### config.mk
export PLATFORM = sky130hd
export DESIGN_NAME = salsa_ram
export DESIGN_NICKNAME = d
export VERILOG_FILES = /design/src/rtl/salsa_ram.sv
export SDC_FILE = /design/constraint.sdc
export NUM_CORES = 1
export LEC_CHECK = 0
export BUFFER_PORTS_ARGS = -buffer_cell sky130_fd_sc_hd__buf_2
export CORE_AREA = 2 2 242 244
export DETAILED_ROUTE_END_ITERATION = 8
export DIE_AREA = 0 0 244 246
export PLACE_DENSITY = 0.5
export SLEW_MARGIN = 20
export SYNTH_ARGS = -nofsm -noshare
export SYNTH_HDL_FRONTEND = slang
export SYNTH_SLANG_ARGS = --single-unit
### constraint.sdc
create_clock -name clk -period 5.35 [get_ports clk]
set_input_delay 0.8025 -clock clk [delete_from_list [all_inputs] [get_ports clk]]
set_output_delay 0.8025 -clock clk [all_outputs]
set_load 0.05 [all_outputs]
### src/rtl/salsa_ram.sv
// ----------------------------------------------------------------------------
// salsa_ram
// generic single-port-write, one-read ram with registered read
// ----------------------------------------------------------------------------
`default_nettype none
module salsa_ram #(
  parameter int WIDTH = 32,
  parameter int DEPTH = 16
) (
  input  wire                     clk,
  input  wire                     we,
  input  wire [$clog2(DEPTH)-1:0] waddr,
  input  wire [WIDTH-1:0]         wdata,
  input  wire [$clog2(DEPTH)-1:0] raddr,
  output logic [WIDTH-1:0]        rdata
);
  logic [WIDTH-1:0] mem [DEPTH];
  always_ff @(posedge clk) begin
    if (we) begin
      mem[waddr] <= wdata;
    end
    rdata <= mem[raddr];
  end
endmodule
`default_nettype wire

=== Yosys cells after proc, flatten, opt, wreduce, memory -nomap -nowiden ===
Memory sizes are Yosys's and may differ from the RTL's. A register that Yosys moved wholly into a read port is not among the register bits.
Index checks and enable logic that the tools add are counted.

* Bits in registers: 0
* Latch bits: 0
* Bits in writable memories: 512
* Bits in read-only memories: 0
* Bits of input ports: 42
* Output and inout bits: 32
* Logic and storage cells: 3
* Memories: 1

{| class="wikitable"
|+ Memory list
! name !! depth !! width !! rd ports !! clocked after memory_dff !! write ports !! line !! RTL
|-
| mem || 16 || 32 || 1 || 1 || 1 || 17 || <nowiki>logic [WIDTH-1:0] mem [DEPTH];</nowiki>
|}

* $add $sub $neg: 0
* Multiply operators: 0
* Divide/modulo/power cells: 0
* $lt $le $gt $ge: 0
* Eq/ne operators: 0
* Shifts and indexed selects: 0
* Mux-type cells: 2
* Bitwise operators: 0
* Reductions and logical operators: 0

{| class="wikitable"
|+ Operator list
! cell !! number
|-
| $mux 1 || 2
|}

=== Longest topological paths before layout ===
Gate-level depths: netlist of run 1.

* Depth after elaboration: 2
* Mapped depth: 5
* Mapped depth without buffers: 3

=== Worst setup path before layout of run 1 ===
OpenSTA, ideal clock, no wires.

* Kind: in2reg
* From: in waddr[2]
* To: mem mem[0][0] (enable)
* Setup time: 461 ps
* Arrival time: 3521 ps
* Required time: 4889 ps
* Slack: 1368 ps
* Stages: 2
* Buffers on the path: 0
* Cell sequence: or3b_2 nor3_1

{| class="wikitable"
|+ RTL lines
! element !! line !! RTL
|-
| start: declaration || 12 || <nowiki>input wire [$clog2(DEPTH)-1:0] waddr,</nowiki>
|-
| end: declaration || 17 ||
|}

No word-level cell before the write port.

=== Final worst setup path of run 1 ===
* From: in waddr[2]
* To: mem mem[2][15] (enable)

No word-level cell before the write port.

==> impl_metrics.py, run 1 <==
metrics = {
    "run_status": {
        "status": "finished, final reports clean",
    },
    "synth": {
        "syn_area_um2": 19900,
        "netlist_top_cells_area": "edfxtp_1, mux4_2, dfxtp_1",
        "ys_types": 18,
        "syn_area_per_cell_um2": 23.7,
        "synth_top_area_share_pct": 77.4,
        "synth.ff_latch_count": 544,
        "synth-seq-area-share_pct": 80.7,
        "synthCells": 838,
        "synth_nets": 880,
        "yosysWarningCount": 0,
        "yosys.area.top_type": "edfxtp_1",
    },
    "power": {
        "p_total_mw": 9.12,
        "peakVddDrop_uv": 236,
        "clock_power_share_pct": 41.8,
        "switchingPower_mw": 1.95,
        "p_seq_share_pct": 52.6,
        "p_int_mw": 7.17,
        "p_leak_nw": 7.35,
        "swShare_pct": 21.4,
        "p_comb_share_pct": 5.7,
        "power.density_nw_per_um2": 394,
    },
    "final_layout": {
        "layout.nets": 995,
        "final_layout_size_suffix_gt1_share_pct": 32.7,
        "regArea_um2": 16000,
        "fillers": 4988,
        "multi_input_area_um2": 3750,
        "fin_area_um2": 23100,
        "diodes": 0,
        "fin_cells": 1766,
        "area_delta_synth_final_pct": 16.5,
    },
    "sta": {
        "finalSetupViolCount": 0,
        "period_share_pct": 46.0,
        "finalMaxSlewViolations": 0,
        "fmax_mhz": 407,
        "fin_ws_ps": 2890,
        "slew_headroom_pct": 27.3,
        "finClkSkew_ps": 14.2,
        "worstMarginPinSlew_ps": 1090,
        "period_needed_ps": 2460,
        "rsz0062_at_grt": "false",
        "tns_ps": 0,
        "hold_viol_final": 0,
    },
    "floorplanning": {
        "coreArea_um2": 57400,
        "fp.dieW_um": 244,
        "design.die.area_um2": 60000,
        "die_y_um": 246,
        "initial_utilization_pct": 34.6,
        "row_count": 88,
        "io_pins": 74,
    },
    "route": {
        "wl_per_cell_um": 25.7,
        "viasPerCell": 5.12,
        "route.detailed.drc": 0,
        "first_pass_iters": 5,
        "postRouteAntennaNets": 0,
        "drt_iter0_drc": 725,
        "vias": 9036,
        "routed_wl_mm": 45.4,
    },
    "cts": {
        "cts_sinks": 544,
        "cts_tree": "built",
        "cts_buffers": 57,
        "cts_hold_buf": 0,
        "clkLatencyLatePin_ps": 600,
        "root_buffer": "clkbuf_16",
        "clk_pin_slew_ps": 60,
        "cts_max_level": 2,
        "cts_resized": 0,
        "cts_max_path_buffers": 3,
        "cts_setup_buffers": 0,
    },
    "place": {
        "place_congestion": 0.690,
        "dpl_cell_area_um2": 21300,
        "dp_hpwl_mm": 22.8,
        "dp_slack_ps": 2240,
        "place_inst": 1658,
        "portBuffers": 73,
    },
    "setup_path": {
        "arrival_ps": 2720,
        "critPathKind": "input port to flip-flop",
        "cpPeakStageDelay_ps": 750,
        "cp_cell_sequence": "buf_2 > or3b_2 > nor2_4 > buf_4",
        "required_ps": 5620,
        "path_buf_inv": 2,
        "slowest_stage": "nor2_4",
        "cpLargestDelayFamily": "simple AND/OR/NAND/NOR gates",
        "cp_max_fo": 19,
        "setup.worst_path.start_class": "input port",
        "crit_path_end_kind": "flip-flop",
    },
    "grt": {
        "grt_max_degree": 85,
        "grt_overflow": 0,
        "grt_pass1_vias": 9688,
        "antenna_found_initial": 2,
        "grt_util_all_layers_pct": 15.5,
        "grt_pass1_wl_mm": 67.0,
    },
    "worst_hold_path": {
        "hold_path.class": "input port to flip-flop",
    },
    "job": {
        "cap_violations": 0,
    },
}
-- synth_stat cells --
cell type  instances
mux4_2           128
nor2_1            13
edfxtp_1         512
buf_1              9
clkbuf_1          17
buf_4             11
nand3b_1           2
buf_6              2
and2_1             1
a22oi_1           64
dfxtp_1           32
or3b_2             1
nand2b_1           2
nand2_1           33
nor2b_1            2
nand3_1            1
buf_2              4
nor3_1             4
-- cells in the final DEF (no fill, tap or decap) --
cell type,n
a22oi_1,64
and2_2,1
buf_12,1
buf_16,1
buf_2,71
buf_4,24
buf_6,1
bufinv_16,3
clkbuf_1,20
clkbuf_16,59
clkbuf_8,6
clkinv_1,8
clkinv_2,9
clkinvlp_4,2
dfxtp_1,32
edfxtp_1,512
inv_6,1
mux4_2,128
nand2_1,33
nand2b_1,2
nand3_1,1
nand3b_1,2
nor2_4,13
nor2b_4,2
nor3_2,4
or3b_2,1
-- sequential cells by signal (all words and copies together), names as in the netlist --
signal,count
mem,512
rdata,32
-- layout make-up --
type                    instances  area share (%)
clock buffers                  84            7.00
repair buffers                 99            2.63
clock inverters                23           0.816
well taps                     765            4.14
multi-input cells             251            16.2
flip-flops and latches        544            69.2
-- final timing paths --
check | cells after the start | to | from | slack, ps
setup / recovery | 4 | mem[2][15] | waddr[2] | 2890
hold / removal | 1 | mem[12][1] | wdata[1] | 580
setup reg to reg | 3 | rdata[30] | mem[10][30] | 3930
hold reg to reg | 3 | rdata[14] | mem[7][14] | 660
-- metrics by stage --
stage                     hold WS, ps  util, %
after floorplan                   635        -
after global placement            661     37.1
after detailed placement          666     37.1
after CTS                         539     40.3
after global routing              557     40.3
final                             582     40.3
-- routing by layer --
layer  track usage, %  part of all wire [%]
met5                0                 0.029
met4             3.41                   1.6
met1             22.1                    46
met2             24.5                    47
met3             3.17                   5.6
-- cells by family (layout without fill, tap and decap cells) --
kind of cell / count (synthesis) / count (layout) / synth area share, %
buf+inv: 43 / 206 / 1.12
flops: 544 / 544 / 80.7
simple gates: 59 / 59 / 1.27
compound gates: 64 / 64 / 2.42
mux: 128 / 128 / 14.5
-- power groups by stage --
stage / combinational, mW / sequential [mW] / clock, mW
2_1_floorplan: 0.229 / 4.98 / 0
3_3_place_gp: 0.524 / 4.88 / 0
3_5_place_dp: 0.527 / 4.88 / 0
4_1_cts: 0.528 / 4.80 / 3.92
5_1_grt: 0.555 / 4.80 / 4.09
6_report: 0.516 / 4.79 / 3.81
No activity file was read; power rests on OpenSTA's default activity.
==> run 2: changes to the inputs <==
ABC_AREA = 1   (was unset)
CORE_AREA = 2 2 258 260   (was 2 2 242 244)
DIE_AREA = 0 0 260 262   (was 0 0 244 246)
PLACE_DENSITY = 0.52   (was 0.5)
clock period = 2.2 ns   (was 5.35 ns; I/O delays follow)
==> impl_metrics.py, run 2 <==
metrics = {
    "synth": {
        "synthCells": 2120,
        "yosysMostFrequentCell": "nand2_1",
        "netlist_top_cells_area": "edfxtp_1, nand2_1, nand3_1",
        "synth_top_area_share_pct": 67.6,
        "ys_types": 15,
        "yosys.area.top_type": "edfxtp_1",
        "yosysWarningCount": 0,
        "synth.ff_latch_count": 544,
        "synth_edf_count": 512,
        "synthTopCellsByCount": "nand2_1, edfxtp_1, inv_1",
        "ys.flop_type": "edfxtp_1",
        "synth_nets": 2162,
        "syn_area_per_cell_um2": 10.7,
        "synth-seq-area-share_pct": 70.5,
        "async_reset_ff_share_pct": 0,
        "syn_area_um2": 22700,
    },
    "final_layout": {
        "layout.nets": 2238,
        "utilization_pct": 39.9,
        "final_common_cell": "nand2_1",
        "most-common-layout-cells": "nand2_1, edfxtp_1, inv_1",
        "largest_reg_flops": 512,
        "diodes": 0,
        "regMostFlops": "mem",
        "area_delta_synth_final_pct": 14.7,
        "fillers": 6280,
        "final_layout_size_suffix_gt1_share_pct": 9.85,
        "top_regs": "mem x512, rdata x32",
    },
    "floorplanning": {
        "fp.dieW_um": 260,
        "coreArea_um2": 65300,
        "io_pins": 74,
        "initial_utilization_pct": 34.8,
        "design.die.area_um2": 68100,
        "die_y_um": 262,
        "row_count": 94,
    },
    "sta": {
        "period_share_pct": 74.1,
        "finalSetupViolCount": 0,
        "finalMaxSlewViolations": 0,
        "fmax_mhz": 613,
        "hold_viol_final": 0,
        "rsz0062_at_grt": "false",
        "finClkSkew_ps": 24.2,
        "slew_headroom_pct": 50.4,
        "fin_ws_ps": 570,
        "hold-worst-slack_ps": 85.1,
        "worstMarginPinSlew_ps": 744,
        "period_needed_ps": 1630,
    },
    "setup_path": {
        "critPathKind": "flip-flop to primary output",
        "cp_cell_sequence": "buf_2",
        "rr_startpoint": "mem[0][31]",
        "reg2reg_setup_slack_ps": 1070,
        "r2r_cells": 6,
        "required_ps": 1870,
        "cpPeakStageDelay_ps": 390,
        "crit_path_end_kind": "primary output",
        "slowest_stage": "dfxtp_1",
        "cp_max_fo": 1,
        "path_buf_inv": 1,
        "cpLargestDelayFamily": "flip-flops",
        "r2r-end": "rdata[31]",
        "critPathLaunch": "rdata[2]",
        "setup.worst_path.start_class": "flip-flop",
        "arrival_ps": 1300,
    },
    "power": {
        "power.density_nw_per_um2": 874,
        "p_leak_nw": 11.0,
        "p_total_mw": 22.8,
        "peakVddDrop_uv": 606,
    },
    "cts": {
        "cts_sinks": 544,
        "cts_tree": "built",
        "root_buffer": "clkbuf_16",
        "cts_buffers": 57,
        "cts_hold_buf": 0,
        "clk_pin_slew_ps": 60,
        "cts_setup_buffers": 0,
        "cts_max_level": 2,
        "clkLatencyLatePin_ps": 620,
        "cts_resized": 0,
        "cts_max_path_buffers": 3,
    },
    "worst_hold_path": {
        "hold_depth": 1,
        "worstHoldStart": "wdata[16]",
        "hold_path.class": "input port to flip-flop",
        "min_to": "mem[11][16]",
    },
    "grt": {
        "grt_pass1_vias": 14100,
        "grt_util_all_layers_pct": 16.7,
        "grt_pass1_wl_mm": 86.0,
        "antenna_found_initial": 1,
        "grt_overflow": 0,
        "grt_max_degree": 94,
    },
    "run_status": {
        "status": "finished, final reports clean",
    },
    "route": {
        "postRouteAntennaNets": 0,
        "vias": 14400,
        "route.detailed.drc": 0,
        "viasPerCell": 4.64,
        "routed_wl_mm": 56.7,
        "first_pass_iters": 6,
        "wl_per_cell_um": 18.2,
        "drt_iter0_drc": 978,
    },
    "place": {
        "portBuffers": 73,
        "place_congestion": 0.777,
        "dp_slack_ps": 365,
        "dp_hpwl_mm": 30.9,
    },
    "job": {
        "cap_violations": 0,
    },
}
## run 2: cell types whose count changed after synthesis, moves of 3 or more
cell	previous run	this run
a22oi_1	64	0
buf_1	9	14
buf_2	4	41
buf_4	11	6
buf_6	2	29
clkbuf_1	17	14
inv_1	0	388
mux4_2	128	0
nand2_1	33	677
nand3_1	1	385
nor2_1	13	17
nor3_1	4	0
## run 2: where the power goes
part | leakage [nW] | internal [mW] | switching [mW]
Sequential | 4.90 | 11.6 | 0.0721
Clock | 0.899 | 5.54 | 3.99
Combinational | 5.19 | 0.400 | 1.20
## run 2: cell families after synthesis
| group | Yosys count | synth area share [%] |
|---|---|---|
| simple gates | 1081 | 20.0 |
| flops | 544 | 70.5 |
| buf+inv | 495 | 9.54 |
## run 2: per-stage QoR
stage | setup TNS (ps) | instance area, µm² | std cells
finish | 0 | 26100 | 3108
global route | 0 | 26100 | 3108
CTS | 0 | 26100 | 3108
detailed placement | 0 | 24200 | 3001
global placement | 0 | 24200 | 3001
floorplan | -39150 | 22700 | 2120
## run 2: worst max-delay path by stage
stage / slack [ps] / cells after the start / end
2_1_floorplan: -120 / 2 / mem[10][0]
3_3_place_gp: 410 / 4 / mem[9][29]
3_5_place_dp: 360 / 7 / rdata[18]
4_1_cts: 530 / 1 / rdata[2]
5_1_grt: 540 / 1 / rdata[2]
6_report: 570 / 1 / rdata[2]
## run 2: area by class of cell
cell class | count | area, µm² | share of cell area, %
clock buffers | 80 | 1560 | 6.00
multi-input cells | 1081 | 4670 | 17.9
well taps | 864 | 1080 | 4.15
clock inverters | 27 | 278 | 1.07
flip-flops and latches | 544 | 16000 | 61.4
inverters | 390 | 1470 | 5.66
repair buffers | 122 | 985 | 3.78
## run 2: worst register-to-register path: cells and delay by family (launching register included)
kind | cells | cell delay, ps
flip-flops | 1 | 370
buffers and inverters | 1 | 60
AND/OR/NAND/NOR | 5 | 590
## run 2: per-layer routing
layer  vias to the layer above  GRT usage [%]  routed length (µm)
met5                         -              0                  13
li1                       6997              -                   -
met3                        76           2.84                2680
met2                       311           28.0               27000
met1                      7032           22.7               25900
met4                         2           4.12                1130
==> run 3: changes to the inputs <==
clock period = 1.4 ns   (was 2.2 ns; I/O delays follow)
==> impl_metrics.py, run 3 (same netlist as run 2, synthesis figures left out) <==
metrics = {
    "power": {
        "p_leak_nw": 11.5,
        "p_comb_share_pct": 7.8,
        "p_seq_share_pct": 49.9,
        "power.density_nw_per_um2": 1340,
        "peakVddDrop_uv": 1050,
        "swShare_pct": 23.1,
        "clock_power_share_pct": 42.3,
        "switchingPower_mw": 8.48,
        "p_int_mw": 28.2,
    },
    "setup_path": {
        "reg2reg_setup_slack_ps": 380,
        "cpLargestDelayFamily": "flip-flops",
        "crit_path_end_kind": "primary output",
        "cp_cell_sequence": "buf_4",
        "critPathKind": "flip-flop to primary output",
        "rr_startpoint": "mem[14][29]",
        "cpPeakStageDelay_ps": 340,
        "setup.worst_path.start_class": "flip-flop",
        "r2r-end": "rdata[29]",
        "arrival_ps": 1140,
        "cp_max_fo": 1,
        "path_buf_inv": 1,
        "r2r_cells": 6,
        "required_ps": 1190,
        "slowest_stage": "dfxtp_1",
    },
    "sta": {
        "fmax_mhz": 739,
        "period_share_pct": 96.7,
        "tns_ps": 0,
        "finClkSkew_ps": 23.8,
        "finalMaxSlewViolations": 0,
        "finalSetupViolCount": 0,
        "rsz0062_at_grt": "false",
        "hold-worst-slack_ps": 34.0,
        "hold_viol_final": 0,
        "slew_headroom_pct": 74.3,
        "worstMarginPinSlew_ps": 385,
        "period_needed_ps": 1350,
    },
    "final_layout": {
        "fin_area_um2": 27400,
        "diodes": 0,
        "final_layout_size_suffix_gt1_share_pct": 12.3,
        "most-common-layout-cells": "nand2_1, edfxtp_1, inv_1",
        "fillers": 6150,
        "final_common_cell": "nand2_1",
        "layout.nets": 2309,
        "area_delta_synth_final_pct": 20.3,
        "top_regs": "mem x512, rdata x32",
        "regMostFlops": "mem",
        "largest_reg_flops": 512,
    },
    "floorplanning": {
        "io_pins": 74,
        "initial_utilization_pct": 34.8,
        "row_count": 94,
        "design.die.area_um2": 68100,
        "die_y_um": 262,
        "fp.dieW_um": 260,
        "coreArea_um2": 65300,
    },
    "cts": {
        "cts_tree": "built",
        "clkLatencyLatePin_ps": 620,
        "cts_max_level": 2,
        "cts_sinks": 544,
        "cts_max_path_buffers": 3,
        "clk_pin_slew_ps": 60,
        "cts_setup_buffers": 0,
        "cts_buffers": 58,
        "root_buffer": "clkbuf_16",
    },
    "worst_hold_path": {
        "hold_path.class": "input port to flip-flop",
        "min_to": "mem[1][18]",
        "hold_depth": 1,
        "worstHoldStart": "wdata[18]",
    },
    "grt": {
        "grt_pass1_wl_mm": 88.9,
        "grt_max_degree": 50,
        "antenna_found_initial": 0,
        "grt_pass1_vias": 14600,
        "grt_overflow": 0,
        "grt_util_all_layers_pct": 17.2,
    },
    "route": {
        "dr_wl_met2_mm": 28.5,
        "drt_iter0_drc": 1004,
        "route.detailed.drc": 0,
        "dr_wl_met3_mm": 2.35,
        "postRouteAntennaNets": 0,
        "wl_per_cell_um": 18.1,
        "viasPerCell": 4.63,
        "wl_met1_mm": 25.5,
        "first_pass_iters": 5,
        "vias": 14700,
        "routed_wl_mm": 57.7,
        "top_layer_used": "met4",
    },
    "run_status": {
        "status": "finished, final reports clean",
    },
    "place": {
        "place_congestion": 0.769,
        "portBuffers": 73,
        "dp_hpwl_mm": 34.0,
        "dpl_cell_area_um2": 25000,
    },
    "job": {
        "cap_violations": 0,
    },
}
## run 3: cell types whose count changed in the layout (fill, tap and decap cells not counted), sizes merged
| cell | change |
|---|---|
| buf | +39 |
| bufinv | +2 |
| clkinvlp | +3 |
| inv | +2 |
| dlygate4sd3 | +31 |
| clkbuf | -15 |
| clkinv | +10 |
## run 3: repair_timing
item                                    4_1_cts  5_1_grt
hold buffers                                 31        0
gates resized for setup                      55        0
endpoints found under the hold margin       444        0
endpoints found under the setup margin       32        0
## run 3: worst max path at each step
| stage | from | to | cells past startpoint |
|---|---|---|---|
| floorplan | waddr[2] | mem[10][0] | 2 |
| CTS | rdata[8] | rdata[8] | 1 |
| detailed placement | waddr[0] | mem[14][16] | 5 |
| global route | rdata[8] | rdata[8] | 1 |
| finish | rdata[26] | rdata[26] | 1 |
| global placement | waddr[0] | mem[14][24] | 5 |
## run 3: area by class of cell
class / count / area (µm²) / share of cell area, %
flip-flops and latches: 544 / 16000 / 58.6
inverters: 390 / 1470 / 5.39
repair buffers: 192 / 2140 / 7.82
clock inverters: 44 / 423 / 1.55
clock buffers: 65 / 1520 / 5.55
multi-input cells: 1081 / 4680 / 17.1
well taps: 864 / 1080 / 3.95
## run 3: worst register-to-register path, cell delays in order, from the launching register on
cell,delay [ps]
edfxtp_1,370
inv_1,60
nand2_1,80
nand3_1,100
nand3_1,80
nand3_1,100
nand2_1,90
## run 3: power groups by stage
stage          registers, mW  clock network, mW  logic, mW
2_1_floorplan           19.0                  0       1.27
3_3_place_gp            18.7                  0       2.71
3_5_place_dp            18.7                  0       2.72
4_1_cts                 18.3               15.9       2.89
5_1_grt                 18.4               16.6       3.13
6_report                18.3               15.5       2.85
## run 3: per-layer routing
metal | up-vias | track usage, %
li1 | 7156 | -
met1 | 7163 | 22.8
met2 | 311 | 29.4
met3 | 85 | 2.19
met4 | 0 | 5.16
met5 | - | 0
## run 3: per-stage QoR
stage / worst slack, ps / std cells / total power [mW] / util, %
after floorplan: -147 / 2120 / 20.3 / -
after global placement: -101 / 3040 / 21.4 / 38.2
after detailed placement: -76.1 / 3040 / 21.4 / 38.2
after CTS: 0.619 / 3180 / 37.1 / 41.9
after global routing: 2.80 / 3180 / 38.1 / 41.9
final: 46.4 / 3180 / 36.7 / 41.9
